**src/rtl/cet_pkg.sv**
```systemverilog
// Shared token codes, character constants and keyword table for the expression tokenizer.
package cet_pkg;

   // Token kinds
   localparam logic [4:0] TK_END    = 5'd0;
   localparam logic [4:0] TK_ERR    = 5'd1;
   localparam logic [4:0] TK_NUM    = 5'd2;
   localparam logic [4:0] TK_EQ     = 5'd3;
   localparam logic [4:0] TK_PLUS   = 5'd4;
   localparam logic [4:0] TK_MIN    = 5'd5;
   localparam logic [4:0] TK_MULT   = 5'd6;
   localparam logic [4:0] TK_DIV    = 5'd7;
   localparam logic [4:0] TK_EXP    = 5'd8;
   localparam logic [4:0] TK_LPAREN = 5'd9;
   localparam logic [4:0] TK_RPAREN = 5'd10;
   localparam logic [4:0] TK_MOD    = 5'd11;
   localparam logic [4:0] TK_SIN    = 5'd12;
   localparam logic [4:0] TK_COS    = 5'd13;
   localparam logic [4:0] TK_TAN    = 5'd14;
   localparam logic [4:0] TK_CSC    = 5'd15;
   localparam logic [4:0] TK_SEC    = 5'd16;
   localparam logic [4:0] TK_COT    = 5'd17;
   localparam logic [4:0] TK_ASIN   = 5'd18;
   localparam logic [4:0] TK_ACOS   = 5'd19;
   localparam logic [4:0] TK_ATAN   = 5'd20;
   localparam logic [4:0] TK_SINH   = 5'd21;
   localparam logic [4:0] TK_COSH   = 5'd22;
   localparam logic [4:0] TK_TANH   = 5'd23;
   localparam logic [4:0] TK_PI     = 5'd24;
   localparam logic [4:0] TK_E      = 5'd25;
   localparam logic [4:0] TK_ABS    = 5'd26;
   localparam logic [4:0] TK_SQRT   = 5'd27;
   localparam logic [4:0] TK_LOG    = 5'd28;
   localparam logic [4:0] TK_LN     = 5'd29;
   localparam logic [4:0] TK_ANS    = 5'd30;

   // Error causes
   localparam logic [1:0] CAUSE_NONE    = 2'd0;
   localparam logic [1:0] CAUSE_POINT   = 2'd1;
   localparam logic [1:0] CAUSE_KEYWORD = 2'd2;
   localparam logic [1:0] CAUSE_ILLEGAL = 2'd3;

   // Characters
   localparam logic [7:0] CH_EQUAL  = "=";
   localparam logic [7:0] CH_PLUS   = "+";
   localparam logic [7:0] CH_MINUS  = "-";
   localparam logic [7:0] CH_STAR   = "*";
   localparam logic [7:0] CH_SLASH  = "/";
   localparam logic [7:0] CH_CARET  = "^";
   localparam logic [7:0] CH_LPAREN = "(";
   localparam logic [7:0] CH_RPAREN = ")";
   localparam logic [7:0] CH_PCT    = "%";
   localparam logic [7:0] CH_DOT    = ".";
   localparam logic [7:0] CH_SPACE  = " ";
   localparam logic [7:0] CH_TAB    = 8'd9;
   localparam logic [7:0] CH_CR     = 8'd13;
   localparam logic [7:0] CH_ZERO   = "0";
   localparam logic [7:0] CH_NINE   = "9";
   localparam logic [7:0] CH_UP_A   = "A";
   localparam logic [7:0] CH_UP_Z   = "Z";
   localparam logic [7:0] CH_LO_A   = "a";
   localparam logic [7:0] CH_LO_Z   = "z";

   // Result buffer
   localparam int FIFO_DEPTH = 4;
   localparam int PTR_W      = $clog2(FIFO_DEPTH);
   localparam int CNT_W      = $clog2(FIFO_DEPTH + 1);

   // Keywords: up to four letters, five bits a letter (A=1..Z=26), first letter highest
   localparam int KW_COUNT = 20;
   localparam int KW_BITS  = 20;

   function automatic logic [KW_BITS-1:0] kw_code(input logic [31:0] text);
      logic [KW_BITS-1:0] acc;
      logic [7:0]         ch;
      acc = '0;
      for (int i = 3; i >= 0; i--) begin
         ch = text[8*i +: 8];
         if (ch != 8'd0) begin
            acc = {acc[KW_BITS-6:0], ch[4:0]};
         end
      end
      return acc;
   endfunction

   function automatic logic [2:0] kw_len(input logic [31:0] text);
      logic [2:0] n;
      n = 3'd0;
      for (int i = 0; i < 4; i++) begin
         if (text[8*i +: 8] != 8'd0) begin
            n = n + 3'd1;
         end
      end
      return n;
   endfunction

   localparam logic [31:0] KW_TEXT [KW_COUNT] = '{
      "SIN", "COS", "TAN", "CSC", "SEC", "COT", "ASIN", "ACOS", "ATAN", "SINH",
      "COSH", "TANH", "PI", "E", "ABS", "SQRT", "LOG", "LN", "MOD", "ANS"
   };

   localparam logic [4:0] KW_KIND [KW_COUNT] = '{
      TK_SIN, TK_COS, TK_TAN, TK_CSC, TK_SEC, TK_COT, TK_ASIN, TK_ACOS, TK_ATAN,
      TK_SINH, TK_COSH, TK_TANH, TK_PI, TK_E, TK_ABS, TK_SQRT, TK_LOG, TK_LN,
      TK_MOD, TK_ANS
   };

   // Operator symbol to token kind; TK_END when not a symbol
   function automatic logic [4:0] symbol_kind(input logic [7:0] c);
      logic [4:0] k;
      case (c)
         CH_EQUAL:  k = TK_EQ;
         CH_PLUS:   k = TK_PLUS;
         CH_MINUS:  k = TK_MIN;
         CH_STAR:   k = TK_MULT;
         CH_SLASH:  k = TK_DIV;
         CH_CARET:  k = TK_EXP;
         CH_LPAREN: k = TK_LPAREN;
         CH_RPAREN: k = TK_RPAREN;
         CH_PCT:    k = TK_MOD;
         default:   k = TK_END;
      endcase
      return k;
   endfunction

   function automatic logic is_space(input logic [7:0] c);
      return (c == CH_SPACE) || (c >= CH_TAB && c <= CH_CR);
   endfunction

   function automatic logic is_digit(input logic [7:0] c);
      return (c >= CH_ZERO) && (c <= CH_NINE);
   endfunction

   function automatic logic is_alpha(input logic [7:0] c);
      return (c >= CH_UP_A && c <= CH_UP_Z) || (c >= CH_LO_A && c <= CH_LO_Z);
   endfunction

endpackage

```
**src/rtl/calculator_expression_tokenizer.sv**
```systemverilog
// Expression tokenizer: characters in, NUM, operator, keyword, error and END tokens out.
//
// Takes one character per request and returns tokens in order, each character passing
// through the input register and then the result buffer. A character that ends a number
// or a known keyword and is itself a token gives two results, as does an end of text that
// ends a number or a word; these leave one per cycle through a four-entry result buffer,
// and the request side stalls only when fewer than two buffer entries are free. Apart from
// those stalls the block sustains one character per cycle. The mantissa saturates at
// 2^MANTISSA_BITS-1; words longer than MAX_KEYWORD_LEN letters are unknown keywords.
// After an error all characters up to the end-of-text request (req_tlast) are dropped.
module calculator_expression_tokenizer #(
   parameter int MANTISSA_BITS   = 64,
   parameter int MAX_KEYWORD_LEN = 4
) (
   input  logic                                     clock,
   input  logic                                     reset,
   // request side
   input  logic                                     req_tvalid,
   output logic                                     req_tready,
   input  logic [7:0]                               req_tdata,  // char_code
   input  logic                                     req_tlast,  // end_of_text
   // result side
   output logic                                     rsp_tvalid,
   input  logic                                     rsp_tready,
   // mantissa, fraction_digits[4:0], mantissa_overflow, error_cause[1:0], zero fill
   output logic [((MANTISSA_BITS + 8 + 7) / 8) * 8 - 1:0] rsp_tdata,
   output logic [4:0]                               rsp_tuser,  // token_kind
   output logic                                     rsp_tlast   // last_of_run
);
   import cet_pkg::*;

   localparam int DATA_W = ((MANTISSA_BITS + 8 + 7) / 8) * 8;
   localparam int LET_W  = 5 * MAX_KEYWORD_LEN;
   localparam int WLEN_W = $clog2(MAX_KEYWORD_LEN + 2);
   localparam int WIDE_W = MANTISSA_BITS + 4;

   typedef enum logic [1:0] {
      MODE_IDLE,
      MODE_NUMBER,
      MODE_WORD,
      MODE_ERROR
   } mode_type;

   typedef struct packed {
      logic [4:0]               kind;
      logic [MANTISSA_BITS-1:0] mant;
      logic [4:0]               frac;
      logic                     ovf;
      logic [1:0]               cause;
      logic                     last;
   } token_type;

   localparam token_type TOK_ZERO = '0;

   // input register
   logic       in_valid_ff;
   logic [7:0] in_char_ff;
   logic       in_eot_ff;

   // scanner state
   mode_type                 mode_ff,  mode_in;
   logic [MANTISSA_BITS-1:0] accum_ff, accum_in;
   logic [4:0]               frac_ff,  frac_in;
   logic                     point_ff, point_in;
   logic                     sat_ff,   sat_in;
   logic [LET_W-1:0]         letters_ff, letters_in;
   logic [WLEN_W-1:0]        wlen_ff,  wlen_in;

   // result buffer
   token_type           fifo_mem [FIFO_DEPTH];
   logic [PTR_W-1:0]    wr_ptr_ff, wr_ptr_in;
   logic [PTR_W-1:0]    rd_ptr_ff, rd_ptr_in;
   logic [CNT_W-1:0]    count_ff,  count_in;

   logic       fire;
   logic       pop;
   logic [1:0] push_n;
   token_type  ent0, ent1;

   assign fire       = in_valid_ff && (count_ff <= CNT_W'(FIFO_DEPTH - 2));
   assign req_tready = !in_valid_ff || fire;
   assign pop        = rsp_tvalid && rsp_tready;

   // Character classes
   logic       c_space, c_digit, c_alpha, c_dot;
   logic [4:0] c_sym;
   assign c_space = is_space(in_char_ff);
   assign c_digit = is_digit(in_char_ff);
   assign c_alpha = is_alpha(in_char_ff);
   assign c_dot   = (in_char_ff == CH_DOT);
   assign c_sym   = symbol_kind(in_char_ff);

   // Fresh-start handling of a character, from cleared state
   mode_type                 st_mode;
   logic [MANTISSA_BITS-1:0] st_accum;
   logic                     st_point;
   logic [LET_W-1:0]         st_letters;
   logic [WLEN_W-1:0]        st_wlen;
   logic                     st_tv;
   token_type                st_tok;

   always_comb begin
      st_mode    = MODE_IDLE;
      st_accum   = '0;
      st_point   = 1'b0;
      st_letters = '0;
      st_wlen    = '0;
      st_tv      = 1'b0;
      st_tok     = TOK_ZERO;
      if (c_space) begin
         st_mode = MODE_IDLE;
      end else if (c_sym != TK_END) begin
         st_tv       = 1'b1;
         st_tok.kind = c_sym;
      end else if (c_dot) begin
         st_mode  = MODE_NUMBER;
         st_point = 1'b1;
      end else if (c_digit) begin
         st_mode  = MODE_NUMBER;
         st_accum = MANTISSA_BITS'(in_char_ff[3:0]);
      end else if (c_alpha) begin
         st_mode    = MODE_WORD;
         st_letters = LET_W'(in_char_ff[4:0]);
         st_wlen    = WLEN_W'(1);
      end else begin
         st_mode      = MODE_ERROR;
         st_tv        = 1'b1;
         st_tok.kind  = TK_ERR;
         st_tok.cause = CAUSE_ILLEGAL;
      end
   end

   // Next decimal digit: accum * 10 + d, saturating
   logic [WIDE_W-1:0] wide;
   logic              wide_over;
   assign wide = {1'b0, accum_ff, 3'b000} + {3'b000, accum_ff, 1'b0}
               + {{MANTISSA_BITS{1'b0}}, in_char_ff[3:0]};
   assign wide_over = (wide[WIDE_W-1:MANTISSA_BITS] != 4'd0);

   // Keyword match on the collected letters
   logic       kw_hit;
   logic [4:0] kw_kind_hit;
   always_comb begin
      kw_hit      = 1'b0;
      kw_kind_hit = TK_END;
      for (int i = 0; i < KW_COUNT; i++) begin
         if (wlen_ff == WLEN_W'(kw_len(KW_TEXT[i]))
             && letters_ff == LET_W'(kw_code(KW_TEXT[i]))) begin
            kw_hit      = 1'b1;
            kw_kind_hit = KW_KIND[i];
         end
      end
   end

   token_type num_tok, word_tok;
   always_comb begin
      num_tok      = TOK_ZERO;
      num_tok.kind = TK_NUM;
      num_tok.mant = accum_ff;
      num_tok.frac = frac_ff;
      num_tok.ovf  = sat_ff;
      word_tok     = TOK_ZERO;
      if (kw_hit) begin
         word_tok.kind = kw_kind_hit;
      end else begin
         word_tok.kind  = TK_ERR;
         word_tok.cause = CAUSE_KEYWORD;
      end
   end

   // Scanner: next state and up to two tokens (pending first, then second)
   logic      pv, sv;
   token_type p_tok, s_tok;

   always_comb begin
      mode_in    = mode_ff;
      accum_in   = accum_ff;
      frac_in    = frac_ff;
      point_in   = point_ff;
      sat_in     = sat_ff;
      letters_in = letters_ff;
      wlen_in    = wlen_ff;
      pv         = 1'b0;
      sv         = 1'b0;
      p_tok      = TOK_ZERO;
      s_tok      = TOK_ZERO;
      if (in_eot_ff) begin
         if (mode_ff == MODE_NUMBER) begin
            pv    = 1'b1;
            p_tok = num_tok;
         end else if (mode_ff == MODE_WORD) begin
            pv    = 1'b1;
            p_tok = word_tok;
         end
         sv         = 1'b1;
         s_tok.kind = TK_END;
         mode_in    = MODE_IDLE;
         accum_in   = '0;
         frac_in    = '0;
         point_in   = 1'b0;
         sat_in     = 1'b0;
         letters_in = '0;
         wlen_in    = '0;
      end else begin
         case (mode_ff)
            MODE_NUMBER: begin
               if (c_dot && point_ff) begin
                  sv          = 1'b1;
                  s_tok.kind  = TK_ERR;
                  s_tok.cause = CAUSE_POINT;
                  mode_in     = MODE_ERROR;
                  accum_in    = '0;
                  frac_in     = '0;
                  point_in    = 1'b0;
                  sat_in      = 1'b0;
               end else if (c_dot) begin
                  point_in = 1'b1;
               end else if (c_digit) begin
                  if (!sat_ff && !wide_over) begin
                     accum_in = wide[MANTISSA_BITS-1:0];
                  end else begin
                     accum_in = '1;
                     sat_in   = 1'b1;
                  end
                  if (point_ff && frac_ff != 5'd31) begin
                     frac_in = frac_ff + 5'd1;
                  end
               end else begin
                  pv         = 1'b1;
                  p_tok      = num_tok;
                  sv         = st_tv;
                  s_tok      = st_tok;
                  mode_in    = st_mode;
                  accum_in   = st_accum;
                  frac_in    = '0;
                  point_in   = st_point;
                  sat_in     = 1'b0;
                  letters_in = st_letters;
                  wlen_in    = st_wlen;
               end
            end
            MODE_WORD: begin
               if (c_alpha) begin
                  if (wlen_ff < WLEN_W'(MAX_KEYWORD_LEN)) begin
                     letters_in = {letters_ff[LET_W-6:0], in_char_ff[4:0]};
                     wlen_in    = wlen_ff + WLEN_W'(1);
                  end else begin
                     wlen_in = WLEN_W'(MAX_KEYWORD_LEN + 1);
                  end
               end else if (!kw_hit) begin
                  // unknown word; the ending character is dropped
                  pv         = 1'b1;
                  p_tok      = word_tok;
                  mode_in    = MODE_ERROR;
                  letters_in = '0;
                  wlen_in    = '0;
               end else begin
                  pv         = 1'b1;
                  p_tok      = word_tok;
                  sv         = st_tv;
                  s_tok      = st_tok;
                  mode_in    = st_mode;
                  accum_in   = st_accum;
                  frac_in    = '0;
                  point_in   = st_point;
                  sat_in     = 1'b0;
                  letters_in = st_letters;
                  wlen_in    = st_wlen;
               end
            end
            MODE_IDLE: begin
               sv         = st_tv;
               s_tok      = st_tok;
               mode_in    = st_mode;
               accum_in   = st_accum;
               frac_in    = '0;
               point_in   = st_point;
               sat_in     = 1'b0;
               letters_in = st_letters;
               wlen_in    = st_wlen;
            end
            default: begin
               mode_in = MODE_ERROR;
            end
         endcase
      end
   end

   // Compact the tokens and mark the final one
   always_comb begin
      push_n = fire ? ({1'b0, pv} + {1'b0, sv}) : 2'd0;
      ent0   = pv ? p_tok : s_tok;
      ent1   = s_tok;
      ent0.last = !(pv && sv);
      ent1.last = 1'b1;
   end

   // Buffer pointers
   always_comb begin
      wr_ptr_in = wr_ptr_ff + PTR_W'(push_n);
      rd_ptr_in = rd_ptr_ff + PTR_W'(pop);
      count_in  = count_ff + CNT_W'(push_n) - CNT_W'(pop);
   end

   // Control and scanner state
   always_ff @(posedge clock) begin
      if (reset) begin
         in_valid_ff <= 1'b0;
         mode_ff     <= MODE_IDLE;
         accum_ff    <= '0;
         frac_ff     <= '0;
         point_ff    <= 1'b0;
         sat_ff      <= 1'b0;
         letters_ff  <= '0;
         wlen_ff     <= '0;
         wr_ptr_ff   <= '0;
         rd_ptr_ff   <= '0;
         count_ff    <= '0;
      end else begin
         if (req_tvalid && req_tready) begin
            in_valid_ff <= 1'b1;
         end else if (fire) begin
            in_valid_ff <= 1'b0;
         end
         if (fire) begin
            mode_ff    <= mode_in;
            accum_ff   <= accum_in;
            frac_ff    <= frac_in;
            point_ff   <= point_in;
            sat_ff     <= sat_in;
            letters_ff <= letters_in;
            wlen_ff    <= wlen_in;
         end
         wr_ptr_ff <= wr_ptr_in;
         rd_ptr_ff <= rd_ptr_in;
         count_ff  <= count_in;
      end
   end

   // Request payload register
   always_ff @(posedge clock) begin
      if (req_tvalid && req_tready) begin
         in_char_ff <= req_tdata;
         in_eot_ff  <= req_tlast;
      end
   end

   // Result buffer storage
   always_ff @(posedge clock) begin
      if (push_n != 2'd0) begin
         fifo_mem[wr_ptr_ff] <= ent0;
      end
      if (push_n == 2'd2) begin
         fifo_mem[wr_ptr_ff + PTR_W'(1)] <= ent1;
      end
   end

   // Result side
   token_type head;
   assign head       = fifo_mem[rd_ptr_ff];
   assign rsp_tvalid = (count_ff != '0);
   assign rsp_tdata  = DATA_W'({head.cause, head.ovf, head.frac, head.mant});
   assign rsp_tuser  = head.kind;
   assign rsp_tlast  = head.last;

   // Checks
   a_count_bound: assert property (@(posedge clock) disable iff (reset)
      count_ff <= CNT_W'(FIFO_DEPTH))
      else $error("result buffer count beyond depth");

   a_error_silent: assert property (@(posedge clock) disable iff (reset)
      (fire && !in_eot_ff && mode_ff == MODE_ERROR) |-> push_n == 2'd0)
      else $error("token produced while dropping input after an error");

   a_eot_token: assert property (@(posedge clock) disable iff (reset)
      (fire && in_eot_ff) |-> push_n != 2'd0)
      else $error("end of text produced no token");

   a_eot_clears: assert property (@(posedge clock) disable iff (reset)
      (fire && in_eot_ff) |=> (mode_ff == MODE_IDLE && accum_ff == '0 && wlen_ff == '0))
      else $error("scanner state not cleared after end of text");

   a_sat_max: assert property (@(posedge clock) disable iff (reset)
      sat_ff |-> accum_ff == '1)
      else $error("saturated mantissa is not at its maximum");

endmodule
```
**config.mk**
```make
export PLATFORM = sky130hd
export DESIGN_NAME = calculator_expression_tokenizer
export DESIGN_NICKNAME = d
export VERILOG_FILES = /design/src/rtl/cet_pkg.sv /design/src/rtl/calculator_expression_tokenizer.sv
export SDC_FILE = /design/constraint.sdc
export NUM_CORES = 1
export LEC_CHECK = 0
export BUFFER_PORTS_ARGS = -buffer_cell sky130_fd_sc_hd__buf_2
export CAP_MARGIN = 0
export CELL_PAD_IN_SITES_DETAIL_PLACEMENT = 1
export CELL_PAD_IN_SITES_GLOBAL_PLACEMENT = 1
export CORE_ASPECT_RATIO = 0.5
export CORE_MARGIN = 4
export CORE_UTILIZATION = 42
export CTS_CLUSTER_DIAMETER = 40
export DETAILED_ROUTE_END_ITERATION = 10
export PLACE_DENSITY_LB_ADDON = 0.1
export SLEW_MARGIN = 0
export SYNTH_ARGS = -nofsm -noshare
export SYNTH_HDL_FRONTEND = slang
export SYNTH_SLANG_ARGS = --single-unit
```
**constraint.sdc**
```tcl
create_clock -name clock -period 10.7 [get_ports clock]
set_clock_uncertainty 0.1 [all_clocks]
set_input_delay 2.14 -clock clock [delete_from_list [all_inputs] [get_ports clock]]
set_output_delay 2.14 -clock clock [all_outputs]
set_load 0.01 [all_outputs]
```
# Word-level counts from Yosys, hierarchy flattened
# Memory sizes are Yosys's and may differ from the RTL's. A register that Yosys moved wholly into a read port is not among the register bits.
# Index checks and enable logic that the tools add are counted.
# totals
ram_bits	312
word_cells	312
inputBits	13
memories	1
reg_bits	113
# mem_list
name	words	width	rd	rd_clocked_by_memory_dff	write_ports	line	source
fifo_mem	4	78	1	1	2	calculator_expression_tokenizer.sv:70	token_type fifo_mem [FIFO_DEPTH];
# op_classes
eq_ne	50
n_reduce_logical	52
addsub	10
magnitude_cmp	10
mux	176
# ops
cell	n
$mux W78	9
$mux W64	7
$pmux W78 S3	1
$mux W75	3
$pmux W64 S3	1
$mux W5	34
$pmux W78 S2	1
$mux W20	7
$eq A8 B6 Y1 const B	10
$mux W73	1
$mux W70	1
$mux W1	69
$add A67 B65 Y68	1
$add A68 B4 Y68	1
$eq A20 B12 Y1 const B	3
$eq A20 B15 Y1 const B	3
$eq A20 B16 Y1 const B	3
$eq A20 B20 Y1 const B	3
$pmux W20 S3	1
$eq A20 B11 Y1 const B	2
$eq A20 B14 Y1 const B	2
$mux W2	19
$pmux W4 S9	1
$logic_and A1 B1 Y1	31
48 further kinds	84

# Depth between registers and ports, before layout
# Gate-level depths: netlist (run 1).
# depth
depth_word	31
mapped_depth	20
ltp_nobuf	20

# Worst setup path before layout (run 1)
# OpenSTA, ideal clock, no wires.
# synth_timing
path_type	reg-to-output
startpoint	reg rd_ptr_ff[0] (netlist name)
endpoint	out rsp_tdata[48]
slack_ns	6.303
t_required_ns	8.460
t_arrival_ns	2.157
n_path_buf	3
stages_incl_launch_ff	5
path_cell_list	dfxtp_1 clkbuf_1 buf_1 buf_1 mux4_2
# synth_lines
item	line	source
end: declaration	calculator_expression_tokenizer.sv:26	output logic [((MANTISSA_BITS + 8 + 7) / 8) * 8 - 1:0] rsp_tdata,

==> results of run 1 <==
power by group:
| part | internal [W] | total, W | switching, W |
|---|---|---|---|
| registers | 0.00163 | 0.00168 | 0.0000467 |
| logic | 0.000174 | 0.000473 | 0.000299 |
| clock network | 0.000990 | 0.00170 | 0.000710 |
sequential cells by signal, summed over array words and instances (netlist names):
| signal | cells |
|---|---|
| accum_ff | 64 |
| count_ff | 3 |
| fifo_mem | 312 |
| frac_ff | 5 |
| in_char_ff | 8 |
| in_eot_ff | 1 |
| in_valid_ff | 1 |
| letters_ff | 20 |
| mode_ff | 2 |
| point_ff | 1 |
| rd_ptr_ff | 2 |
| sat_ff | 1 |
| wlen_ff | 3 |
| wr_ptr_ff | 2 |
through the flow:
stage	power (W)	instance area, um2
2_1_floorplan	0.00204	22400
3_3_place_gp	0.00219	23300
3_5_place_dp	0.00219	23300
4_1_cts	0.00389	24900
5_1_grt	0.00401	24900
6_report	0.00385	24900
worst register-to-register path, cell delays in order (launching register included):
cell	delay [ps]
dfxtp_1	400
ha_1	190
nor2b_1	540
nand4_4	230
nor4_2	390
nor4_1	180
a31oi_1	220
nor3_1	90
o31a_1	290
o21bai_1	130
ha_1	320
o21ai_1	430
nor2_1	230
nor2_4	140
buf_4	820
inv_1	430
o22a_1	270
final cells by class:
cell class | instances | area [um2] | share of cell area [%]
multi-input cells | 1577 | 12800 | 51.3
flip-flops and latches | 425 | 8850 | 35.6
clock buffers | 56 | 1250 | 5.02
well taps | 701 | 877 | 3.53
repair buffers | 113 | 618 | 2.49
clock inverters | 25 | 352 | 1.41
inverters | 44 | 165 | 0.664
cells by family (layout without fill, tap and decap cells):
logic type               count (synthesis)  in the layout
AO/OA/AOI/OAI                          729            729
AND/OR/NAND/NOR                        563            563
flip-flops                             425            425
buffers and inverters                  208            238
adder cells (fa/ha/maj)                146            146
multiplexers                            80             80
XOR/XNOR                                59             59
cell usage in the layout (no fill, tap or decap), types with 30 or more instances in the layout:
cell type,count
a21oi_1,128
a22o_1,271
a32o_1,74
buf_2,92
clkbuf_16,46
dfxtp_1,390
edfxtp_1,33
ha_1,143
inv_1,43
mux4_2,78
nand2_1,119
nand3_1,98
nand4_1,39
nor2_1,112
nor3_1,40
o21ai_0,64
o22ai_1,30
xnor2_1,33
metal layers:
| layer | track usage, % | routed length, um |
|---|---|---|
| met5 | 0 | 0 |
| met4 | 4.52 | 1030 |
| met3 | 3.38 | 2870 |
| met2 | 37.7 | 30200 |
| met1 | 34.3 | 34000 |
worst max path at each step:
stage	to	slack, ps	depth (start not counted)
2_1_floorplan	rsp_tdata[48]	6300	4
3_3_place_gp	fifo_mem[2][0]	5370	15
3_5_place_dp	fifo_mem[2][0]	5220	15
4_1_cts	rsp_tdata[63]	5050	4
5_1_grt	fifo_mem[3][0]	4550	15
6_report	rsp_tdata[25]	5180	4
==> flow_summary.ini, run 1 <==
[outcome]
status = complete, no violations

[final_layout]
utilization_pct = 47.5
diodes = 0
drive_gt1_share_pct = 14.3
syn_to_final_growth_pct = 11.1
n_fill_cell = 5676
fin_nets = 2364
layout.cells.non_filler = 2941

[timing]
slew_headroom_pct = 25.5
fin_hold_ws_ps = 363
fmax_ghz = 0.181
tightest_slew_ps = 1120
finalCritPeriodShare_pct = 51.6
timing.final.ws_setup_ps = 5180
rsz0062_at_grt = no
fin_tns_setup_ps = 0
finalHoldViolations = 0
fin_crit_ps = 5520
slew_viol_final = 0
finalSetupViolCount = 0

[grt]
antenna_found_initial = 0
grt_pass1_vias = 18800
grt_use_total_pct = 23.6
overflow = 0
grt_pass1_wl_um = 110000
grt_max_degree = 73

[routing]
drt_first_pass_iters = 6
viasPerCell = 6.30
post-route-drc-count = 0
postRouteAntennaNets = 0
wl_per_cell_um = 23.2
vias = 18500
drtIter0Drc = 1251
wirelength_um = 68200

[placed_design]
dp_slack_ps = 5220
portBuffers = 92
dp_hpwl_um = 44800
dp_cells = 2860
place_congestion = 0.890

[synthesis]
yosysWarnings = 0
synthesis.nets = 2369
synth-simple-area-share_pct = 13.2
synth_xor_area_share_pct = 2.31
seq_area_frac_synth_pct = 39.5
synth_most_common_cell = dfxtp_1
synthAdderAreaFrac_pct = 8.26
ys.flop_type = dfxtp_1
synthTopCellsByArea = dfxtp_1 (35%), a22o_1 (11%), ha_1 (8.0%), mux4_2 (7.8%), edfxtp_1 (4.4%)
synth_top_family_by_area = compound AO/OA/AOI/OAI gates
synth_compound_gate_area_share_pct = 24.9
synth-edff-count = 33
synth_common_cells = dfxtp_1 (392), a22o_1 (271), ha_1 (143)
synthCells = 2210
syn_area_mm2 = 0.0224
synthArstFlopShare_pct = 0
avgSynthCellArea_um2 = 10.1
synth.top_cell.area_share_pct = 35.1
synth_seq_cells = 425
synth_mux_area_share_pct = 7.95
synth_cell_type_count = 94
synth_largest_area_cell = dfxtp_1

[power_and_ir_drop]
ir_drop_v = 0.0000999
p_per_area_mw_per_mm2 = 155
leakagePower_nw = 9.97

[clocking]
clock_sinks = 425
cts-root-buf = clkbuf_16
clk-insertion-delay-late_ps = 590
postCtsSetupBuffers = 0
htreeDepth = 2
hold_buffers = 0
cts_resized = 0
clk_pin_slew_worst_paths_ps = 70
tritoncts = done
cts_buffer_depth = 3
numCtsBuffers = 44

[floorplan]
dieArea_mm2 = 0.0573
num_rows = 59
die-width_um = 334
design.core.area_mm2 = 0.0523
die_h_um = 171
pin_count = 93
start_util_pct = 42.8

[worst_setup_path]
slowest_delay_ps = 720
reg2reg_slack_ps = 5190
cpMaxStageDelayCell = buf_4
regToRegStartpoint = wlen_ff[0]
crit_buf_inv = 3
reg2regPathDepth = 16
end_kind = primary output
crit_path_start_kind = flip-flop
critPathLaunch = rd_ptr_ff[0]
cp_cell_sequence = buf_4, buf_4, mux4_2, buf_2
crit_top_cell = buf_4
critical_path_arrival_ps = 3280
r2r_end = fifo_mem[2][0]
critPathTopFamily = buffers and inverters
critPathKind = flip-flop to primary output
worstPathMaxFanout = 38
required_ps = 8460

[worst_hold_path]
worstHoldStart = fifo_mem[0][54]
hold-path-endpoint = fifo_mem[0][54]
worst_hold_path.num_cells = 1
min_path_type = flip-flop to flip-flop

[job]
maxCapViolations = 0
(Power assumes the default switching activity.)
==> inputs of run 2 (changes only) <==
==> constraint.sdc (replaced) <==
create_clock -name clock -period 5.1 [get_ports clock]
set_clock_uncertainty 0.1 [all_clocks]
set_input_delay 1.02 -clock clock [delete_from_list [all_inputs] [get_ports clock]]
set_output_delay 1.02 -clock clock [all_outputs]
set_load 0.01 [all_outputs]
==> flow_summary.ini, run 2 (synthesized netlist as in run 1, its figures left out) <==
[timing]
fin_crit_ps = 4700
tightest_slew_ps = 1170
finalSetupViolCount = 0
timing.final.ws_setup_ps = 396
fin_hold_ws_ps = 363
slew_viol_final = 0
fmax_ghz = 0.213
finalHoldViolations = 0
slew_headroom_pct = 21.7
finalCritPeriodShare_pct = 92.2
rsz0062_at_grt = no
fin_tns_setup_ps = 0

[clocking]
tritoncts = done
htreeDepth = 2
numCtsBuffers = 46
cts_buffer_depth = 3
hold_buffers = 0
postCtsSetupBuffers = 0
clk-insertion-delay-late_ps = 580
cts-root-buf = clkbuf_16
clock_sinks = 425
clk_pin_slew_worst_paths_ps = 70

[floorplan]
start_util_pct = 42.8
num_rows = 59
die_h_um = 171
die-width_um = 334
dieArea_mm2 = 0.0573
design.core.area_mm2 = 0.0523
pin_count = 93

[placed_design]
dp_slack_ps = 287
dp_hpwl_um = 47000
place_congestion = 0.889
post_dp_cell_area_mm2 = 0.0236
portBuffers = 92

[final_layout]
fin_nets = 2386
final_cell_mix = dfxtp_1 (390), a22o_1 (271), ha_1 (143)
drive_gt1_share_pct = 15.0
diodes = 0
largest_reg_flops = 312
largestRegisters = fifo_mem: 312 flops, accum_ff: 64 flops, letters_ff: 20 flops
n_fill_cell = 5760
syn_to_final_growth_pct = 12.7
layout_commonest_cell = dfxtp_1
largest_register = fifo_mem
fin_area_mm2 = 0.0252

[worst_setup_path]
cp_cell_sequence = ha_1, ha_1, fa_1, a211oi_2, nor2_1, o221ai_1, nand4_1, a311oi_2, nor2_1, a311oi_1, mux2_2, buf_12, a311oi_1, o21a_1
end_kind = flip-flop
worstPathMaxFanout = 23
critPathTopFamily = compound AO/OA/AOI/OAI gates
cpMaxStageDelayCell = mux2_2
reg2regPathDepth = 14
r2r_end = accum_ff[44]
reg2reg_slack_ps = 400
slowest_delay_ps = 540
critical_path_arrival_ps = 5120
crit_path_start_kind = flip-flop
required_ps = 5520
crit_buf_inv = 1
critPathKind = flip-flop to flip-flop
regToRegStartpoint = in_char_ff[2]

[grt]
antenna_found_initial = 0
grt_pass1_vias = 19100
overflow = 0
grt_use_total_pct = 23.5
grt_pass1_wl_um = 109000
grt_max_degree = 72

[worst_hold_path]
worstHoldStart = fifo_mem[0][5]
min_path_type = flip-flop to flip-flop
worst_hold_path.num_cells = 1
hold-path-endpoint = fifo_mem[0][5]

[power_and_ir_drop]
p_per_area_mw_per_mm2 = 318
leakagePower_nw = 10.1
p_total_w = 0.00803
ir_drop_v = 0.000239

[outcome]
status = complete, no violations

[routing]
drtIter0Drc = 1196
post-route-drc-count = 0
drt_first_pass_iters = 5
wl_per_cell_um = 23.1
vias = 18600
postRouteAntennaNets = 0
wirelength_um = 68400
viasPerCell = 6.27

[job]
maxCapViolations = 0
-- run 2: changes by cell type in the layout (fill, tap and decap cells not counted), sizes merged --
| cell | before | now |
|---|---|---|
| bufinv | 6 | 3 |
| clkbuf | 56 | 62 |
| clkinv | 10 | 11 |
| buf | 113 | 133 |
| inv | 53 | 51 |
| clkinvlp | 0 | 1 |
-- run 2: worst max path at each step --
| stage | startpoint | end | slack [ps] | cells past startpoint |
|---|---|---|---|---|
| floorplan | in_char_ff[3] | accum_ff[63] | 1130 | 13 |
| global placement | in_char_ff[2] | fifo_mem[3][27] | 320 | 15 |
| detailed placement | in_char_ff[2] | fifo_mem[3][19] | 290 | 15 |
| CTS | in_char_ff[2] | fifo_mem[2][74] | 260 | 14 |
| global route | letters_ff[8] | fifo_mem[2][74] | 50 | 13 |
| finish | in_char_ff[2] | accum_ff[44] | 400 | 14 |
-- run 2: power by group --
part / total, W / switching [W] / internal (W)
combinational: 0.000965 / 0.000581 / 0.000384
sequential: 0.00356 / 0.000140 / 0.00342
clock: 0.00350 / 0.00151 / 0.00199
total: 0.00803 / 0.00223 / 0.00580
-- run 2: what timing repair did --
| item | 4_1_cts | 5_1_grt |
|---|---|---|
| endpoints found under the setup margin | 0 | 287 |
| gates resized for setup | 0 | 5 |
| endpoints found under the hold margin | 0 | 0 |
-- run 2: area by class of cell --
type	count	area, um2	share of cell area, %
clock buffers	62	1300	5.17
clock inverters	22	282	1.12
inverters	44	165	0.655
multi-input cells	1577	12800	50.6
flip-flops and latches	425	8850	35.1
well taps	701	877	3.48
repair buffers	133	981	3.89
-- run 2: layer usage --
| layer | track usage [%] | wire, um | vias up |
|---|---|---|---|
| li1 | - | - | 8677 |
| met1 | 33.7 | 33600 | 9437 |
| met2 | 38.2 | 30700 | 375 |
| met3 | 3.56 | 3140 | 82 |
| met4 | 4.24 | 974 | 0 |
| met5 | 0 | 0 | - |
-- run 2: through the flow --
step	cells	utilization, %
floorplan	2210	-
global placement	2880	45.1
detailed placement	2880	45.1
CTS	2964	48.2
global route	2964	48.2
finish	2964	48.2
-- run 2: worst register-to-register path, stage by stage, from the launching register on --
cell and delay, ps:
edfxtp_1 530, ha_1 350, ha_1 230, fa_1 460
a211oi_2 280, nor2_1 140, o221ai_1 360, nand4_1 170
a311oi_2 440, nor2_1 140, a311oi_1 310, mux2_2 540
buf_12 240, a311oi_1 230, o21a_1 140
